$ cat src/rtl/prq_pkg.sv
package prq_pkg;

  // Fixed field widths of the stream payload
  localparam int ID_W  = 8;
  localparam int PRI_W = 6;
  localparam int OCC_W = 7;

  localparam int PRI_TOP = (1 << PRI_W) - 1;

  // Defaults for the top-level parameters
  localparam int QUEUE_DEPTH_DEF  = 64;
  localparam int MAX_PRIORITY_DEF = 63;
  localparam int ID_BITS_DEF      = 8;

  localparam int IN_TDATA_W  = 24;
  localparam int OUT_TDATA_W = 32;

  // Operation carried in s_tuser
  localparam logic KIND_INSERT = 1'b0;
  localparam logic KIND_POP    = 1'b1;

  // Which logical slot the memory read port looks at
  typedef enum logic [1:0] {
    RD_HEAD   = 2'd0,  // logical slot 0
    RD_NEXT   = 2'd1,  // logical slot 1
    RD_BELOW  = 2'd2,  // logical slot idx-1
    RD_BELOW2 = 2'd3   // logical slot idx-2
  } rd_sel_t;

  typedef struct packed {
    logic    idle;       // ready for a new transaction
    logic    rd_en;
    rd_sel_t rd_sel;
    logic    wr_en;      // write at logical slot idx
    logic    wr_shift;   // 1: move the read entry up, 0: write the new entry
    logic    dec_idx;
    logic    place;      // new entry lands, count grows
    logic    pop_take;   // latch head, advance head pointer, count shrinks
    logic    head_load;  // head priority from read data
    logic    out_load;   // load the result register
  } ctrl_cmd_t;

  typedef struct packed {
    logic in_accept;
    logic in_kind;
    logic full;
    logic empty;
    logic idx_zero;
    logic idx_one;
    logic shift_needed;  // slot just read ranks below the new entry
    logic out_free;
  } ctrl_sts_t;

endpackage

$ cat src/rtl/prq_ctrl.sv
module prq_ctrl (
  input  logic                clk,
  input  logic                rst,
  input  prq_pkg::ctrl_sts_t  sts,
  output prq_pkg::ctrl_cmd_t  cmd
);

  typedef enum logic [5:0] {
    S_IDLE     = 6'b000001,
    S_INS_CHK  = 6'b000010,
    S_INS_CMP  = 6'b000100,
    S_POP_RD   = 6'b001000,
    S_POP_HEAD = 6'b010000,
    S_FINISH   = 6'b100000
  } state_t;

  state_t state, state_next;

  always_ff @(posedge clk) begin
    if (rst) begin
      state <= S_IDLE;
    end else begin
      state <= state_next;
    end
  end

  always_comb begin
    state_next = state;
    cmd        = '0;
    cmd.rd_sel = prq_pkg::RD_HEAD;
    case (state)
      S_IDLE: begin
        cmd.idle = 1'b1;
        if (sts.in_accept) begin
          if (sts.in_kind == prq_pkg::KIND_INSERT) begin
            state_next = sts.full ? S_FINISH : S_INS_CHK;
          end else if (sts.empty) begin
            state_next = S_FINISH;
          end else begin
            cmd.rd_en  = 1'b1;
            cmd.rd_sel = prq_pkg::RD_HEAD;
            state_next = S_POP_RD;
          end
        end
      end
      S_INS_CHK: begin
        if (sts.idx_zero) begin
          cmd.wr_en  = 1'b1;
          cmd.place  = 1'b1;
          state_next = S_FINISH;
        end else begin
          cmd.rd_en  = 1'b1;
          cmd.rd_sel = prq_pkg::RD_BELOW;
          state_next = S_INS_CMP;
        end
      end
      S_INS_CMP: begin
        cmd.wr_en = 1'b1;
        if (sts.shift_needed) begin
          cmd.wr_shift = 1'b1;
          cmd.dec_idx  = 1'b1;
          if (sts.idx_one) begin
            state_next = S_INS_CHK;
          end else begin
            // fetch the next lower slot while this one moves up
            cmd.rd_en  = 1'b1;
            cmd.rd_sel = prq_pkg::RD_BELOW2;
          end
        end else begin
          cmd.place  = 1'b1;
          state_next = S_FINISH;
        end
      end
      S_POP_RD: begin
        cmd.pop_take = 1'b1;
        cmd.rd_en    = 1'b1;
        cmd.rd_sel   = prq_pkg::RD_NEXT;
        state_next   = S_POP_HEAD;
      end
      S_POP_HEAD: begin
        cmd.head_load = 1'b1;
        state_next    = S_FINISH;
      end
      S_FINISH: begin
        if (sts.out_free) begin
          cmd.out_load = 1'b1;
          state_next   = S_IDLE;
        end
      end
      default: begin
        state_next = S_IDLE;
      end
    endcase
  end

endmodule

$ cat src/rtl/prq_dp.sv
module prq_dp #(
  parameter int QUEUE_DEPTH  = prq_pkg::QUEUE_DEPTH_DEF,
  parameter int MAX_PRIORITY = prq_pkg::MAX_PRIORITY_DEF,
  parameter int ID_BITS      = prq_pkg::ID_BITS_DEF
) (
  input  logic                                clk,
  input  logic                                rst,
  input  prq_pkg::ctrl_cmd_t                  cmd,
  output prq_pkg::ctrl_sts_t                  sts,
  input  logic                                s_tvalid,
  output logic                                s_tready,
  input  logic [prq_pkg::IN_TDATA_W-1:0]      s_tdata,
  input  logic                                s_tuser,
  output logic                                m_tvalid,
  input  logic                                m_tready,
  output logic [prq_pkg::OUT_TDATA_W-1:0]     m_tdata
);

  localparam int ID_W  = prq_pkg::ID_W;
  localparam int PRI_W = prq_pkg::PRI_W;
  localparam int ENT_W = ID_W + PRI_W;
  localparam int PTR_W = $clog2(QUEUE_DEPTH);
  localparam int CNT_W = $clog2(QUEUE_DEPTH + 1);
  localparam int SUM_W = CNT_W + 1;

  localparam logic [ID_W-1:0] ID_MASK =
    (ID_BITS >= ID_W) ? {ID_W{1'b1}} : ID_W'((1 << ID_BITS) - 1);
  localparam logic [PRI_W-1:0] PRI_CAP =
    (MAX_PRIORITY >= prq_pkg::PRI_TOP) ? PRI_W'(prq_pkg::PRI_TOP) : PRI_W'(MAX_PRIORITY);

  // Entry storage, circular around head_ptr, kept in priority order
  logic [ENT_W-1:0] mem [QUEUE_DEPTH];
  logic [ENT_W-1:0] rd_data;

  logic [PTR_W-1:0] head_ptr;
  logic [CNT_W-1:0] count;
  logic [CNT_W-1:0] idx;
  logic [PRI_W-1:0] head_pri;

  logic [ID_W-1:0]  req_id;
  logic [PRI_W-1:0] req_pri;
  logic [PRI_W-1:0] run_pri;
  logic             overflow;
  logic             pop_valid;
  logic [ID_W-1:0]  pop_id;
  logic [PRI_W-1:0] pop_pri;

  logic [ID_W-1:0]  in_id;
  logic [PRI_W-1:0] in_pri;
  logic [PRI_W-1:0] in_run;
  logic [PRI_W-1:0] in_pri_sat;
  logic             accept;

  logic [CNT_W-1:0] rd_off;
  logic [PTR_W-1:0] rd_addr;
  logic [PTR_W-1:0] wr_addr;
  logic [ENT_W-1:0] wr_data;
  logic [PRI_W-1:0] rd_pri;
  logic [ID_W-1:0]  rd_id;

  logic             head_valid;
  logic [PRI_W-1:0] head_pri_out;
  logic             preempt;

  // Logical slot to memory address: one compare-subtract for the wrap
  function automatic logic [PTR_W-1:0] phys(input logic [PTR_W-1:0] base,
                                            input logic [CNT_W-1:0] off);
    logic [SUM_W-1:0] sum;
    sum = SUM_W'(base) + SUM_W'(off);
    if (sum >= SUM_W'(QUEUE_DEPTH)) begin
      sum = sum - SUM_W'(QUEUE_DEPTH);
    end
    return sum[PTR_W-1:0];
  endfunction

  assign in_id      = s_tdata[ID_W-1:0] & ID_MASK;
  assign in_pri     = s_tdata[ID_W+PRI_W-1:ID_W];
  assign in_run     = s_tdata[ID_W+2*PRI_W-1:ID_W+PRI_W];
  assign in_pri_sat = (in_pri > PRI_CAP) ? PRI_CAP : in_pri;

  assign s_tready = cmd.idle;
  assign accept   = s_tvalid && s_tready;

  assign rd_pri = rd_data[PRI_W-1:0];
  assign rd_id  = rd_data[ENT_W-1:PRI_W];

  always_comb begin
    case (cmd.rd_sel)
      prq_pkg::RD_HEAD:   rd_off = '0;
      prq_pkg::RD_NEXT:   rd_off = CNT_W'(1);
      prq_pkg::RD_BELOW:  rd_off = idx - CNT_W'(1);
      prq_pkg::RD_BELOW2: rd_off = idx - CNT_W'(2);
      default:            rd_off = '0;
    endcase
  end

  assign rd_addr = phys(head_ptr, rd_off);
  assign wr_addr = phys(head_ptr, idx);
  assign wr_data = cmd.wr_shift ? rd_data : {req_id, req_pri};

  always_ff @(posedge clk) begin
    if (cmd.wr_en) begin
      mem[wr_addr] <= wr_data;
    end
    if (cmd.rd_en) begin
      rd_data <= mem[rd_addr];
    end
  end

  // Control state
  always_ff @(posedge clk) begin
    if (rst) begin
      head_ptr <= '0;
      count    <= '0;
      m_tvalid <= 1'b0;
    end else begin
      if (cmd.place) begin
        count <= count + CNT_W'(1);
      end else if (cmd.pop_take) begin
        count    <= count - CNT_W'(1);
        head_ptr <= (head_ptr == PTR_W'(QUEUE_DEPTH - 1)) ? '0 : head_ptr + PTR_W'(1);
      end
      if (cmd.out_load) begin
        m_tvalid <= 1'b1;
      end else if (m_tready) begin
        m_tvalid <= 1'b0;
      end
    end
  end

  // Request and result payload
  always_ff @(posedge clk) begin
    if (accept) begin
      req_id    <= in_id;
      req_pri   <= in_pri_sat;
      run_pri   <= in_run;
      overflow  <= (s_tuser == prq_pkg::KIND_INSERT) && sts.full;
      pop_valid <= 1'b0;
      pop_id    <= '0;
      pop_pri   <= '0;
      idx       <= count;
    end else if (cmd.dec_idx) begin
      idx <= idx - CNT_W'(1);
    end
    if (cmd.pop_take) begin
      pop_valid <= 1'b1;
      pop_id    <= rd_id;
      pop_pri   <= rd_pri;
    end
    if (cmd.place && idx == '0) begin
      head_pri <= req_pri;
    end else if (cmd.head_load) begin
      head_pri <= rd_pri;
    end
    if (cmd.out_load) begin
      m_tdata <= {1'b0, overflow, prq_pkg::OCC_W'(count), preempt, head_pri_out,
                  head_valid, pop_pri, pop_id, pop_valid};
    end
  end

  assign head_valid   = (count != '0);
  assign head_pri_out = head_valid ? head_pri : '0;
  assign preempt      = head_valid && (head_pri > run_pri);

  assign sts.in_accept    = accept;
  assign sts.in_kind      = s_tuser;
  assign sts.full         = (count == CNT_W'(QUEUE_DEPTH));
  assign sts.empty        = (count == '0);
  assign sts.idx_zero     = (idx == '0);
  assign sts.idx_one      = (idx == CNT_W'(1));
  assign sts.shift_needed = (rd_pri < req_pri);
  assign sts.out_free     = !m_tvalid || m_tready;

`ifndef SYNTH
  a_count_bound: assert property (@(posedge clk) disable iff (rst)
    count <= CNT_W'(QUEUE_DEPTH))
    else $error("queue count above depth");

  a_place_not_full: assert property (@(posedge clk) disable iff (rst)
    cmd.place |-> !sts.full)
    else $error("entry placed into a full queue");

  a_pop_not_empty: assert property (@(posedge clk) disable iff (rst)
    cmd.pop_take |-> !sts.empty)
    else $error("pop from an empty queue");

  a_no_overwrite: assert property (@(posedge clk) disable iff (rst)
    cmd.out_load |-> (!m_tvalid || m_tready))
    else $error("result register overwritten while still held");

  a_shift_in_range: assert property (@(posedge clk) disable iff (rst)
    cmd.wr_shift |-> (idx != '0) && (idx <= count))
    else $error("shift outside the occupied slots");
`endif

endmodule

$ cat src/rtl/priority_ready_queue_unit.sv
// Priority ready queue. Holds up to QUEUE_DEPTH (thread id, priority) entries
// ordered highest priority first, arrival order among equal priorities. A
// transaction on the slave side (s_tuser = 0 insert, 1 pop) yields exactly one
// result transaction on the master side carrying the popped entry (zeros when
// none, meaning run idle), the new head, occupancy, an overflow flag for a
// dropped insert into a full queue, and a preempt flag (head outranks the
// given running priority). One transaction is worked at a time; the next is
// taken as soon as the previous result sits in the output register. An insert
// moves each queued entry of lower priority up one slot (up to QUEUE_DEPTH - 1
// of them) and lands ahead of them; the walk moves one entry per cycle through
// the memory, reading the next slot while writing the current one. A pop steps
// through head read, next-head read, head update and result load; an empty pop
// or a full insert goes straight to the result load. The result load waits
// while the result register still holds an untaken result. Priorities above
// MAX_PRIORITY are saturated; ids keep their low ID_BITS bits. Storage comes
// out of reset uninitialized; popping the last entry reads an unoccupied slot,
// but head_priority is then forced to zero.
module priority_ready_queue_unit #(
  parameter int QUEUE_DEPTH  = prq_pkg::QUEUE_DEPTH_DEF,
  parameter int MAX_PRIORITY = prq_pkg::MAX_PRIORITY_DEF,
  parameter int ID_BITS      = prq_pkg::ID_BITS_DEF
) (
  input  logic                             clk,
  input  logic                             rst,
  // s_tdata: thread_id[7:0], priority_req[13:8], running_priority[19:14], zero pad
  input  logic                             s_tvalid,
  output logic                             s_tready,
  input  logic [prq_pkg::IN_TDATA_W-1:0]   s_tdata,
  // s_tuser: kind (0 insert, 1 pop)
  input  logic                             s_tuser,
  // m_tdata: popped_valid[0], popped_id[8:1], popped_priority[14:9],
  //          head_valid[15], head_priority[21:16], preempt[22],
  //          occupancy[29:23], overflow[30], zero pad[31]
  output logic                             m_tvalid,
  input  logic                             m_tready,
  output logic [prq_pkg::OUT_TDATA_W-1:0]  m_tdata
);

  prq_pkg::ctrl_cmd_t cmd;
  prq_pkg::ctrl_sts_t sts;

  // Sequencer: accept, ordered-insert walk, pop, result hand-off
  prq_ctrl u_ctrl (
    .clk (clk),
    .rst (rst),
    .sts (sts),
    .cmd (cmd)
  );

  // Entry memory, pointers, counters and result register
  prq_dp #(
    .QUEUE_DEPTH  (QUEUE_DEPTH),
    .MAX_PRIORITY (MAX_PRIORITY),
    .ID_BITS      (ID_BITS)
  ) u_dp (
    .clk      (clk),
    .rst      (rst),
    .cmd      (cmd),
    .sts      (sts),
    .s_tvalid (s_tvalid),
    .s_tready (s_tready),
    .s_tdata  (s_tdata),
    .s_tuser  (s_tuser),
    .m_tvalid (m_tvalid),
    .m_tready (m_tready),
    .m_tdata  (m_tdata)
  );

endmodule

$ cat config.mk
export PLATFORM = sky130hd
export DESIGN_NAME = priority_ready_queue_unit
export DESIGN_NICKNAME = d
export VERILOG_FILES = /design/src/rtl/prq_pkg.sv /design/src/rtl/prq_ctrl.sv /design/src/rtl/prq_dp.sv /design/src/rtl/priority_ready_queue_unit.sv
export SDC_FILE = /design/constraint.sdc
export NUM_CORES = 1
export LEC_CHECK = 0
export BUFFER_PORTS_ARGS = -buffer_cell sky130_fd_sc_hd__buf_2
export CELL_PAD_IN_SITES_DETAIL_PLACEMENT = 0
export CELL_PAD_IN_SITES_GLOBAL_PLACEMENT = 1
export CORE_MARGIN = 8
export CORE_UTILIZATION = 60
export CTS_CLUSTER_DIAMETER = 100
export DETAILED_ROUTE_END_ITERATION = 16
export HOLD_SLACK_MARGIN = 0.1
export PLACE_DENSITY_LB_ADDON = 0.1
export SYNTH_ARGS = -nofsm -noshare
export SYNTH_HDL_FRONTEND = slang
export SYNTH_SLANG_ARGS = --single-unit
$ cat constraint.sdc
create_clock -name clk -period 11.59 [get_ports clk]
set_input_delay 0 -clock clk [delete_from_list [all_inputs] [get_ports clk]]
set_output_delay 0 -clock clk [all_outputs]
set_load 0.01 [all_outputs]
Yosys cells after proc, flatten, opt, wreduce, memory -nomap -nowiden
Memory sizes are Yosys's and may differ from the RTL's. A register that Yosys moved wholly into a read port is not among the register bits. Cells that the tools add are included.

Bitwise gates (word level): 2. Reductions and logical operators: 17. $add $sub $neg: 9. $lt $le $gt $ge: 5. Equal/unequal tests: 15. Multiplexer cells: 46.

Operator list (count): 2-to-1 mux 6 bit (15); one-hot mux 6 bit (6 select lines) (1); 2-to-1 mux 7 bit (4); one-hot mux 7 bit (4 select lines) (1); 2-to-1 mux 3 bit (6); adder 6 x 7 -> 8 bit (2); greater-or-equal comparator 8 x 7 -> 1 bit (second input constant) (2); 2-to-1 mux 8 bit (2); zero test 7 bit (2); 2-to-1 mux 14 bit (1); subtractor 7 x 1 -> 7 bit (second input constant) (2); equality test 6 bit (second input constant) (2); one-hot mux 3 bit (4 select lines) (1); subtractor 6 x 1 -> 6 bit (second input constant) (2); 2-to-1 mux 1 bit (11); nonzero test 2 bit (5); adder 7 x 1 -> 7 bit (second input constant) (1); equality test 7 x 1 -> 1 bit (second input constant) (1); equality test 7 bit (second input constant) (1); nonzero test 7 bit (1); subtractor 7 x 2 -> 7 bit (second input constant) (1); adder 6 x 1 -> 6 bit (second input constant) (1); equality test 6 x 1 -> 1 bit (second input constant) (1); equality test 6 x 2 -> 1 bit (second input constant) (1); 20 further kinds (27).

RAM bits: 896. Output and inout port bits: 34. Flip-flop bits (word level): 100. Input port bits: 29. Word-level logic and storage cells: 110. Memories kept: 1.

Memory list: u_dp.mem (depth 64, bits a word 14, rd ports 1, clocked after Yosys merged registers in 1, wr ports 1, RTL line prq_dp.sv:32) `logic [ENT_W-1:0] mem [QUEUE_DEPTH];`.

Depth between registers and ports, before layout
Word-level depth: 10. Depth in mapped cells: 19. Gate-level depth less buffers: 17.

Cells and area by module
Synthesis repeated with hierarchy kept, for this count alone.

Cell total of the unflattened synthesis: 2053. Area total of the unflattened synthesis: 40388.7 µm².

By module, submodules not included: prq_dp (area each 39892.0 µm², times used 1, cells each 1995, sequential area each 29998.8 µm²); prq_ctrl (area each 496.7 µm², times used 1, cells each 58, sequential area each 120.1 µm²).

Least setup slack after synthesis
No wires, ideal clock.

Kind: reg-to-reg. Start point: register u_dp.idx[1]. End point: register u_dp.rd_data[0] (read register of u_dp.mem), data pin. Clock period less this slack: 4.490 ns. Required time: 11.324 ns. Setup time: 0.266 ns. Stages on the path, launching flop included: 16. Arrival: 4.223 ns. Slack: 7.100 ns. Cells stage by stage: edfxtp_1 -> inv_1 -> ha_1 -> nor3b_1 -> a21oi_1 -> o21ai_0 -> nand2_1 -> ha_1 -> fa_1 -> clkbuf_1 -> clkbuf_1 -> clkbuf_1 -> mux4_2 -> mux4_2 -> mux2i_1 -> mux2i_1.

Word-level cells in the longest chain between the ends: 9. Elaborated cells between the ends (all ways): 17. Those cells by class: add/sub: 4; order compare: 1; eq/ne: 4; mux: 6; reduce/logical: 2.

Ends and longest elaborated chain: from (decl) (RTL line prq_dp.sv:37) `logic [CNT_W-1:0] idx;`; from (signal assigned) (RTL line prq_dp.sv:141) `idx <= count;`; from (signal assigned) (RTL line prq_dp.sv:143) `idx <= idx - CNT_W'(1);`; equality test 7 x 1 -> 1 bit (RTL line prq_dp.sv:170) `assign sts.idx_one = (idx == CNT_W'(1));`; 2-to-1 mux 3 bit (RTL line prq_ctrl.sv:62) `if (sts.idx_one) begin`; 2-to-1 mux 3 bit (RTL line prq_ctrl.sv:59) `if (sts.shift_needed) begin`; one-hot mux 3 bit (4 select lines) (RTL line prq_ctrl.sv:31) `case (state)`; equality test 2 bit (tied with other cells) (RTL line prq_dp.sv:88) `case (cmd.rd_sel)`; one-hot mux 7 bit (4 select lines) (RTL line prq_dp.sv:88); adder 6 x 7 -> 8 bit (RTL line prq_dp.sv:69) `sum = SUM_W'(base) + SUM_W'(off);`; greater-or-equal comparator 8 x 7 -> 1 bit / subtractor 6 x 1 -> 6 bit (equally long branches) (RTL line prq_dp.sv:70, prq_dp.sv:71); 2-to-1 mux 6 bit (RTL line prq_dp.sv:70) `if (sum >= SUM_W'(QUEUE_DEPTH)) begin`; to (decl) (RTL line prq_dp.sv:33) `logic [ENT_W-1:0] rd_data;`.

Several ways; a longest one is shown, not always the timed one. A chain may end at the register's enable or synchronous reset.

Worst setup path after layout
Start point: register u_dp.idx[1]. End point: register u_dp.rd_data[8] (read register of u_dp.mem), data pin.

The elaborated chain is that of the path after synthesis.

==> summary.txt <==
Synth Warn #: 0
layout cell share with drive strength beyond 1: 28.8%
register area: 30100 sq um
Post CTS Setup Buffer Count: 0
buffers and inverters on the worst path: 2
worst-path fanout max: 63
CP cell instances: inv_1 -> ha_1 -> nor3b_1 -> a21oi_1 -> o21ai_0 -> nand2_1 -> ha_4 -> fa_4 -> buf_4 -> mux4_2 -> mux4_2 -> mux2i_1 -> mux2i_1
Synth top area share: 75.0%
GR Layer Usage met3: 3.36%
Worst Path Required: 11930 ps
HPWL Detailed: 47400 um
Arr. time, crit path: 6840 ps
Final Hold Vio Count: 0
HP Class: input pin to register
fin crit share: 56.2%
wire per inst: 26.9 um
DRC viols: 0
Post-Syn Nets: 1856
Placer Congestion: 0.774
clk sinks: 1010
Reg clk slew, reported paths: 60 ps
worst r2r src: u_dp.idx[1]
met2 Usage GRT: 33.3%
ANT cells: 0
max incr delay on CP: 1420 ps
slowest library cell on the worst path: fa_4
pin count of the biggest net entering global routing: 75
hold wc startpoint: s_tuser
syn avg cell area: 22.1 sq um
post-synthesis register bit count: 1010
EDFF count, synth: 989
CTS tree: built
setup TNS: 0 ps
row count: 94
DRT iter0 DRCs: 1826
Synth area leader: edfxtp_1
first-pass GRT wire length: 119000 um
leading cell types by count after synthesis: 989 x edfxtp_1, 280 x mux4_2, 105 x nor2_1, 52 x clkbuf_1, 43 x mux2i_1
max-cap violation count: 0
Worst slew margin: 7.80%
Die Y: 273 um
vias: 18.1k
final setup fails: 0
leakage power: 14.4 nW
most frequent cell after synthesis: edfxtp_1
CP startpoint: u_dp.idx[1]
die width: 273 um
synth unique cells: 51
RSZ-0062 raised after global routing: no
via/cell ratio: 6.17
GRT Residual Overflow: 0
die area: 74500 sq um
CTS Root Cell: clkbuf_16
CP Capture Type: register
Filler cells: 4062
Total Nets Final: 2053
sequential fraction of the synthesis area: 76.0%
Mapped Area: 39600 sq um
gr usage total: 21.6%
footprint of the multi-input gates: 9140 sq um
Core ar.: 65600 sq um
Ports: 63
Power, Total: 7.64 mW
slew at the pin closest to its max-slew limit: 1380 ps
Post-synth ARST share: 0%
initial antenna violation count: 0
Hold-fix buffers, CTS: 46
Crit path max-delay family: adder cells
vias in the first global route: 18.5k
DRT Pass-1 Iters: 5
fin. max-slew vios: 0
Fin Clk Skew: 17.6 ps
run status: completed
Reg2Reg Setup Slack: 5080 ps
CTS buffer count: 98
Clock Latency Late Sink: 640 ps
post-layout minimum cycle time: 6510 ps
clk buf depth: 3
Post-CTS Resized: 0
Mapped Cells: 1793
initial core utilization: 60.4%
Antenna Nets Post-Route: 0
htree depth: 3
drt total wl: 79000 um
Synth area leaders: edfxtp_1 75%, mux4_2 16%, mux2i_1 1.1%, dfxtp_1 1.1%, nor2_1 0.99%
Power Density: 170 nW/um^2
area grow syn2layout: 13.4%
GRT met1 Usage: 32.6%
Port Buf Inserts: 57
WS Path Type: register to register
Worst VDD drop: 0.132 mV
GR peak layer: met2
achievable frequency: 154 MHz
CP startpoint kind: register
Main synth FF type: edfxtp_1
-- where the power goes --
group | internal, mW | switching (mW)
combinational | 0.176 | 0.246
clock | 1.84 | 1.31
sequential | 4.06 | 0.0136
total | 6.07 | 1.57
-- metrics by stage --
step | instances | area, sq um | hold WS, ps | util, % | setup WS (ps)
after detailed placement | 2708 | 41300 | 178 | 62.9 | 5020
after global routing | 2935 | 44900 | 251 | 68.5 | 4540
after floorplan | 1793 | 39600 | 98.9 | - | 7100
final | 2935 | 44900 | 258 | 68.5 | 5080
after CTS | 2935 | 44900 | 218 | 68.5 | 5010
after global placement | 2708 | 41300 | 180 | 62.9 | 4990
-- worst min-delay path, cell delays in order --
cell,delay [ps]
dlygate4sd3_1,520
buf_2,150
nor2_1,60
-- state kept, by name, indices dropped and copies added, names as in the netlist --
name and flops:
u_dp.idx 7, u_dp.head_pri 6, u_dp.req_id 8, u_dp.overflow 1
u_dp.count 7, u_dp.m_tdata 31, u_dp.pop_id 8, u_dp.req_pri 6
u_dp.pop_valid 1, u_dp.pop_pri 6, u_dp.rd_data 14, u_dp.run_pri 6
u_dp.mem 896, u_dp.head_ptr 6, u_ctrl.state 6, u_dp.m_tvalid 1
-- layout by cell type (no fill, tap or decap), types with 22 or more instances in the layout --
master	n
a21oi_1	32
buf_4	73
dlygate4sd3_1	46
nor2_1	101
nand2_1	40
edfxtp_1	989
buf_2	57
mux2i_1	43
ha_1	30
inv_1	22
clkinv_2	23
mux4_2	280
clkbuf_16	101
-- layout make-up --
cell class | count | area share [%]
well taps | 864 | 2.41
clock buffers | 121 | 5.79
flip-flops and latches | 1010 | 67.0
inverters | 22 | 0.184
clock inverters | 60 | 1.33
repair buffers | 177 | 2.92
multi-input cells | 681 | 20.3
-- layer usage --
layer	share of wire [%]	vias to the layer above	wire (um)
li1	-	7868	-
met2	47	616	37200
met5	0	-	0
met1	44	9535	34800
met4	2.0	0	1550
met3	6.9	97	5450
-- cells by family (layout without fill, tap and decap cells) --
kind of cell | Yosys count | count (layout) | share of synthesized area [%]
xor+xnor | 29 | 29 | 0.689
simple gates | 207 | 207 | 2.39
mux | 343 | 343 | 17.6
other cells | 1 | 1 | 0.00947
fa+ha+maj | 34 | 34 | 1.13
flops | 1010 | 1010 | 76.0
buf+inv | 102 | 380 | 1.05
compound gates | 67 | 67 | 1.13
-- path summary, 6_finish.rpt --
kind / to / depth (start not counted)
max reg2reg: u_dp.rd_data[8] / 13
max: u_dp.rd_data[8] / 13
min: u_dp.overflow / 3
min reg2reg: u_dp.m_tdata[6] / 0
Power figures use the tool's default switching activity.
